File: config.mk
export PLATFORM = sky130hd
export DESIGN_NAME = wis_cell
export DESIGN_NICKNAME = d
export VERILOG_FILES = /design/src/hdl/wis_pkg.sv /design/src/hdl/wis_cell.sv
export SDC_FILE = /design/constraint.sdc
export NUM_CORES = 1
export LEC_CHECK = 0
export BUFFER_PORTS_ARGS = -buffer_cell sky130_fd_sc_hd__buf_2
export CORE_MARGIN = 2
export CORE_UTILIZATION = 44
export CTS_CLUSTER_SIZE = 30
export DETAILED_ROUTE_END_ITERATION = 10
export PLACE_DENSITY = 0.85
export SLEW_MARGIN = 0
export SYNTH_ARGS = -nofsm -noshare
export SYNTH_HDL_FRONTEND = slang
export SYNTH_SLANG_ARGS = --single-unit
File: constraint.sdc
create_clock -name clk_i -period 4.9 [get_ports clk_i]
set_input_delay 0.735 -clock clk_i [delete_from_list [all_inputs] [get_ports clk_i]]
set_output_delay 0.735 -clock clk_i [all_outputs]
set_load 0.02 [all_outputs]
File: src/hdl/wis_pkg.sv
`default_nettype none

package wis_pkg;

  localparam int unsigned OP_W     = 2;
  localparam int unsigned WEIGHT_W = 16;
  localparam int unsigned DRAW_W   = 26;
  localparam int unsigned TOTAL_W  = 26;
  localparam int unsigned NODE_W   = 10;

  typedef logic [TOTAL_W-1:0] total_t;

  typedef enum logic [OP_W-1:0] {
    OP_CLEAR  = 2'd0,
    OP_APPEND = 2'd1,
    OP_SAMPLE = 2'd2
  } op_e;

  typedef enum logic [1:0] {
    ST_IDLE,
    ST_SEARCH,
    ST_DONE
  } state_e;

endpackage

`default_nettype wire

File: src/hdl/wis_cell.sv
`default_nettype none

// one search cell: decides bit BIT of the answer in two phases
// (address out, then compare), hands the partial index on
module wis_cell import wis_pkg::*; #(
  parameter int unsigned IDX_W = 10,
  parameter int unsigned CNT_W = 11,
  parameter int unsigned BIT   = 0
) (
  input  wire logic             clk_i,
  input  wire logic             rst_ni,
  input  wire logic             tok_valid_i,
  input  wire logic [IDX_W-1:0] tok_found_i,
  input  wire logic [CNT_W-1:0] node_count_i,
  input  wire total_t           draw_i,
  input  wire total_t           rd_data_i,
  output logic                  rd_req_o,
  output logic      [IDX_W-1:0] rd_addr_o,
  output logic                  tok_valid_o,
  output logic      [IDX_W-1:0] tok_found_o
);

  logic             addr_ph_q;
  logic             cmp_ph_q;
  logic [IDX_W-1:0] found_q;
  logic [IDX_W-1:0] found_d;
  logic [IDX_W-1:0] cand;
  logic             take;

  assign cand = found_q | (IDX_W'(1) << BIT);

  always_ff @(posedge clk_i or negedge rst_ni) begin
    if (!rst_ni) begin
      addr_ph_q <= 1'b0;
      cmp_ph_q  <= 1'b0;
    end else begin
      addr_ph_q <= tok_valid_i;
      cmp_ph_q  <= addr_ph_q;
    end
  end

  assign found_d = tok_valid_i ? tok_found_i : found_q;

  always_ff @(posedge clk_i) begin
    found_q <= found_d;
  end

  // prefix sums are nondecreasing, so setting bits high to low finds the last hit
  assign take = (CNT_W'(cand) < node_count_i) && (rd_data_i <= draw_i);

  assign rd_req_o    = addr_ph_q;
  assign rd_addr_o   = cand;
  assign tok_valid_o = cmp_ph_q;
  assign tok_found_o = take ? cand : found_q;

endmodule

`default_nettype wire

Word level (Yosys, flattened, before mapping) --
Index checks and enable logic that the tools add are counted.
Operators by class: div/mod/pow operators 0, add/subtract/negate cells 0, muxes and demuxes 1, order comparisons 2, reduce and logical (&&, ||, !) cells 1, shift operators 0, equal/unequal tests 0, multiply operators 0, bitwise operators 0
Operators with widths (number):
- 26-bit <= comparator | 1
- 10-bit by 11-bit less-than comparator with 1-bit output | 1
- 1-bit logical AND | 1
- 1-bit two-way mux | 1
Storage, ports and cells: input port bits 76, ROM bits 0, RAM bits 0, bits in registers 12, word-level logic and storage cells 7, output and inout port bits 22, memories 0, latch bits 0

Logic depth before layout (Yosys ltp) --
Gate-level depths: netlist of run 1.
word-level depth 3, gate-level depth with buffers 8, mapped depth without buffers 8

Worst setup path after synthesis of run 1 --
Ideal clock, no wire load.
path kind input -> output, start input draw_i[19], end output tok_found_o[0], stages on the path 7, required time 4.165 ns, data arrival time 2.213 ns, buffers on the path 0, slack 1.952 ns, cell sequence inv_1 ha_1 a21o_1 a221o_1 a221oi_2 o211ai_1 a22oi_2
Between the ends: longest elaborated chain between the ends 3
RTL lines:
- from (decl) | RTL line wis_cell.sv:15 | input wire total_t draw_i,
- 26-bit <= comparator | RTL line wis_cell.sv:49 | assign take = (CNT_W'(cand) < node_count_i) && (rd_data_i <= draw_i);
- 1-bit logical AND | RTL line wis_cell.sv:49
- 1-bit two-way mux | RTL line wis_cell.sv:54 | assign tok_found_o = take ? cand : found_q;
- to (decl) | RTL line wis_cell.sv:20 | output logic [IDX_W-1:0] tok_found_o
Every way passes these cells.

Worst setup path after layout of run 1 --
Same ends and word-level chain as after synthesis.

==> results.yml, run 1 <==
drt:
  wire_per_inst_um: 10.3
  postRouteAntennaNets: 0
  vias: 1248
  viasPerCell: 4.78
  drc: 0
  drt_iter0_drc: 12
  drtPass1Iterations: 3
  wirelength_um: 2680
grt:
  grt_max_degree: 12
  track_usage: 0.159
  grt_pass1_vias: 1141
  grt_overflow: 0
  antenna_found_initial: 0
  grt_pass1_wl_um: 4220
timing:
  min_period_ns: 3.18
  setup_viol: 0
  tns_ns: 0
  final.period_utilization: 0.648
  clock-skew-final_ns: 0.0000270
  drv_slew: 0
  hold_violations: 0
  fmax_ghz: 0.315
  rsz0062_at_grt: "no"
yosys:
  syn_nets: 258
  synth_top_cell_area_share: 0.313
  ys_seq_area_frac: 0.258
  syn_avg_cell_area_um2: 9.17
  yosysTopAreaCell: "ha_1"
  yosysWarnings: 0
  synth_cell_types: 26
  synthTopCellsByArea: "ha_1, edfxtp_1, buf_4"
  syn_inst: 148
  netlist_area_um2: 1360
  synth_seq_cells: 12
setup_path:
  critPathArrivalTime_ns: 2.44
  cp-end-kind: "output port"
  crit_required_ns: 4.16
  crit_path_start_kind: "primary input"
  critical_path_peak_fanout: 2
  path_class: "primary input to output port"
cts:
  clock_latency_ns: 0.26
  root_buffer: "clkbuf_4"
  hold_buffers: 0
  cts_tree: "done"
  clk_pin_slew_worst_paths_ns: 0.07
  cts_buffers: 3
  htreeDepth: 1
  clkSinkCount: 12
  postCtsResizedCells: 0
  clockBufferDepth: 2
  post-cts-setup-buffers: 0
final_layout:
  final_cell_area_um2: 1770
  layout-drive-gt1-share: 0.447
  fill_cells: 273
  antenna_cells: 0
  nets: 339
  area_delta_synth_final_pct: 30.2
placed_design:
  detailed_place_hpwl_um: 2480
  placed_area_um2: 1730
  gp_congestion: 0.712
  io_buffers: 95
floorplanning:
  die_y_um: 59.5
  coreArea_um2: 3000
  start_util: 0.452
  pin_count: 98
  core.rowCount: 20
  die_x_um: 59.5
  die_area_um2: 3550
flow_run:
  drv_cap: 0
power_and_ir_drop:
  ir_worst_vdd_mv: 0.165
  power_density_nw_per_um2: 183
  power.leakage_nw: 1.08
worst_hold_path:
  hold_class: "primary input to asynchronous set/reset pin"
status:
  status: "complete, no violations"
kinds of logic after synthesis:
group | synth area share
AND/OR/NAND/NOR | 0.0848
flip-flops | 0.258
AO/OA/AOI/OAI | 0.139
other | 0.00276
adder cells (fa/ha/maj) | 0.313
buffers and inverters | 0.202
critical path, stage by stage:
cell and delay, ns:
buf_2 0.08, inv_1 0.03, ha_1 0.29, a21o_1 0.18, a221o_1 0.33, a221oi_2 0.28, o211ai_1 0.15, a22oi_2 0.17
buf_2 0.19
layout by cell type (no fill, tap or decap):
master	n
a2111oi_0	1
a211oi_1	1
a21o_1	6
a21oi_1	9
a221o_1	2
a221oi_2	1
a22oi_2	1
a41oi_1	1
and2_0	1
and4_1	1
and4_4	1
buf_2	95
clkbuf_4	3
clkbuf_8	1
conb_1	1
dfrtp_1	2
edfxtp_1	10
ha_1	34
inv_1	35
nand2_1	3
nand2b_1	1
nand3_1	3
nand4_1	5
nor2_1	4
nor3_1	2
o211ai_1	1
o21ai_0	2
o41ai_1	1
cells in the mapped netlist, drive strengths merged:
| cell type | number |
|---|---|
| a21oi | 9 |
| a211oi | 1 |
| dfrtp | 2 |
| nand2 | 3 |
| ha | 34 |
| a221o | 2 |
| nand2b | 1 |
| and4 | 2 |
| o211ai | 1 |
| buf | 19 |
| o21ai | 2 |
| a41oi | 1 |
| a221oi | 1 |
| a2111oi | 1 |
| nor2 | 4 |
| and2 | 1 |
| a21o | 6 |
| nor3 | 2 |
| conb | 1 |
| nand3 | 3 |
| nand4 | 5 |
| o41ai | 1 |
| inv | 35 |
| edfxtp | 10 |
| a22oi | 1 |
final cells by class:
type | count | area, um2 | share of cell area
clock buffer | 4 | 36.3 | 0.0205
sequential | 12 | 350 | 0.198
timing repair buffer | 95 | 475 | 0.269
inverter | 35 | 131 | 0.0743
tap | 33 | 41.3 | 0.0234
multi-input combinational | 82 | 733 | 0.415
metrics by stage:
stage | power, mW | utilization | instances | setup slack [ns] | hold WS, ns
2_1_floorplan | 0.214 | - | 148 | 1.95 | 0.439
5_1_grt | 0.350 | 0.589 | 261 | 1.58 | 0.219
4_1_cts | 0.328 | 0.589 | 261 | 1.69 | 0.231
3_5_place_dp | 0.253 | 0.577 | 257 | 1.70 | 0.356
6_report | 0.323 | 0.589 | 261 | 1.72 | 0.238
3_3_place_gp | 0.249 | 0.577 | 257 | 1.70 | 0.364
state kept, by name, summed over array words and instances, names as in the netlist:
| register | count |
|---|---|
| rd_req_o | 1 |
| found_q | 10 |
| tok_valid_o | 1 |
power by group:
group / switching, mW / internal (mW)
combinational: 0.0641 / 0.0605
clock: 0.0292 / 0.0451
sequential: 0.00498 / 0.119
path summary, 6_finish.rpt:
path | from | to | slack (ns) | cells past startpoint
worst max-delay path | draw_i[19] | tok_found_o[0] | 1.72 | 9
worst min-delay path | rst_ni | rd_req_o | 0.24 | 1
worst max register to register | rd_req_o | tok_valid_o | 4.41 | 0
worst min register to register | rd_req_o | tok_valid_o | 0.38 | 0
max in group asynchronous | rst_ni | tok_valid_o | 4.57 | 1
min in group clk_i | rd_req_o | tok_valid_o | 0.38 | 0
per-layer routing:
metal	GRT usage	part of all wire	vias up
met1	0.156	0.38	532
met5	0	0	-
li1	-	-	652
met4	0.0825	0.019	0
met3	0.0262	0.097	5
met2	0.312	0.50	59
(Power assumes the default switching activity.)
==> run 2, diff against run 1 <==
Settings changed: CORE_UTILIZATION 44 to 37, PLACE_DENSITY 0.85 to 0.76.
Clock period 4.9 ns to 2.8 ns, I/O delays scaled along.
==> results.yml, run 2 (synthesis gave the netlist of run 1 again) <==
status:
  status: "complete, no violations"
floorplanning:
  pin_count: 98
  core.rowCount: 22
  die_area_um2: 4170
  start_util: 0.376
  die_x_um: 64.6
  coreArea_um2: 3610
  die_y_um: 64.6
drt:
  vias: 1224
  viasPerCell: 4.43
  wirelength_um: 2630
  drt_iter0_drc: 2
  drtPass1Iterations: 3
  drc: 0
  wire_per_inst_um: 9.51
  postRouteAntennaNets: 0
grt:
  grt_pass1_wl_um: 4420
  antenna_found_initial: 0
  grt_overflow: 0
  grt_max_degree: 12
  grt_pass1_vias: 1210
  track_usage: 0.134
setup_path:
  critPathArrivalTime_ns: 2.10
  rrSetupSlack_ns: 2.31
  reg2reg_from: "rd_req_o"
  path_class: "primary input to output port"
  critical_path_peak_fanout: 2
  cp-end-kind: "output port"
  crit_path_start_kind: "primary input"
  crit_required_ns: 2.38
  reg2regPathDepth: 0
  r2r_end: "tok_valid_o"
timing:
  tns_ns: 0
  rsz0062_at_grt: "no"
  setup_ws_ns: 0.276
  relSlewSlack: 0.674
  worstMarginPinSlew_ns: 0.476
  final.period_utilization: 0.902
  drv_slew: 0
  hold_violations: 0
  setup_viol: 0
  fmax_ghz: 0.396
  min_period_ns: 2.52
  clock-skew-final_ns: 0.000229
cts:
  clkSinkCount: 12
  clock_latency_ns: 0.23
  cts_buffers: 3
  clk_pin_slew_worst_paths_ns: 0.04
  cts_tree: "done"
  clockBufferDepth: 2
  root_buffer: "clkbuf_8"
  htreeDepth: 1
  postCtsResizedCells: 0
worst_hold_path:
  hold_end: "found_q[1]"
  hold_class: "primary input to flip-flop"
  hp-start: "tok_found_i[1]"
  worstHoldPathCells: 1
power_and_ir_drop:
  p_sw_frac: 0.297
  ir_worst_vdd_mv: 0.314
  p_switching_mw: 0.174
  power_frac_clock: 0.252
  power.leakage_nw: 1.09
  p_total_mw: 0.583
  intPower_mw: 0.410
  pwr-share-seq: 0.374
  p_comb_frac: 0.374
  power_density_nw_per_um2: 324
final_layout:
  multiInputGateArea_um2: 733
  area_delta_synth_final_pct: 32.7
  final_util: 0.500
  final_cell_area_um2: 1800
  layout-drive-gt1-share: 0.443
  layout_commonest_cell: "buf_2"
  largest_register_ffs: 10
  fill_cells: 358
  regArea_um2: 350
  top_register: "found_q"
  antenna_cells: 0
  nets: 340
  final_cell_mix: "buf_2, inv_1, ha_1"
placed_design:
  gp_congestion: 0.672
  io_buffers: 95
  dp_slack_ns: 0.232
  placed_area_um2: 1750
  detailed_place_hpwl_um: 2440
flow_run:
  drv_cap: 0
-- run 2: critical path, stage by stage --
cell,delay [ns]
buf_2,0.08
inv_1,0.04
ha_1,0.30
a21o_1,0.18
a221o_1,0.33
a221oi_2,0.26
o211ai_1,0.15
a22oi_2,0.17
buf_2,0.19
-- run 2: metrics by stage --
| step | hold slack [ns] | cells |
|---|---|---|
| final | 0.358 | 276 |
| after floorplan | 0.124 | 148 |
| after global routing | 0.348 | 276 |
| after detailed placement | 0.211 | 272 |
| after global placement | 0.210 | 272 |
| after CTS | 0.351 | 276 |
-- run 2: routing by layer --
metal | wire length [um] | part of all wire | track usage
met2 | 1320 | 0.50 | 0.280
met5 | 0 | 0 | 0
met1 | 1010 | 0.39 | 0.122
met4 | 44 | 0.017 | 0.0638
met3 | 247 | 0.094 | 0.0226
-- run 2: how the worst max path moves through the flow --
stage	startpoint	to	slack, ns	cells past startpoint
after floorplan	draw_i[19]	tok_found_o[0]	0.48	7
after global placement	draw_i[19]	tok_found_o[0]	0.24	9
after detailed placement	draw_i[19]	tok_found_o[0]	0.23	9
after CTS	draw_i[11]	tok_found_o[0]	0.22	10
after global routing	draw_i[11]	tok_found_o[0]	0.11	10
final	draw_i[19]	tok_found_o[0]	0.28	9
-- run 2: cell type report --
type / count / area share
clock buffer: 3 / 0.0229
multi-input combinational: 82 / 0.407
sequential: 12 / 0.194
tap: 48 / 0.0333
timing repair buffer: 96 / 0.269
inverter: 35 / 0.0729
-- run 2: repair_timing --
action / 4_1_cts / 5_1_grt
endpoints found under the hold margin: 2 / 0
setup endpoints to repair: 0 / 0
setup buffers: 0 / 0
hold buffers: 1 / 0
-- run 2: power by group through the flow --
stage               clock network [mW]  logic [mW]  registers, mW
floorplan                            0       0.152          0.222
global placement                     0       0.215          0.221
detailed placement                   0       0.220          0.221
CTS                              0.152       0.223          0.218
global route                     0.162       0.251          0.220
finish                           0.147       0.218          0.218
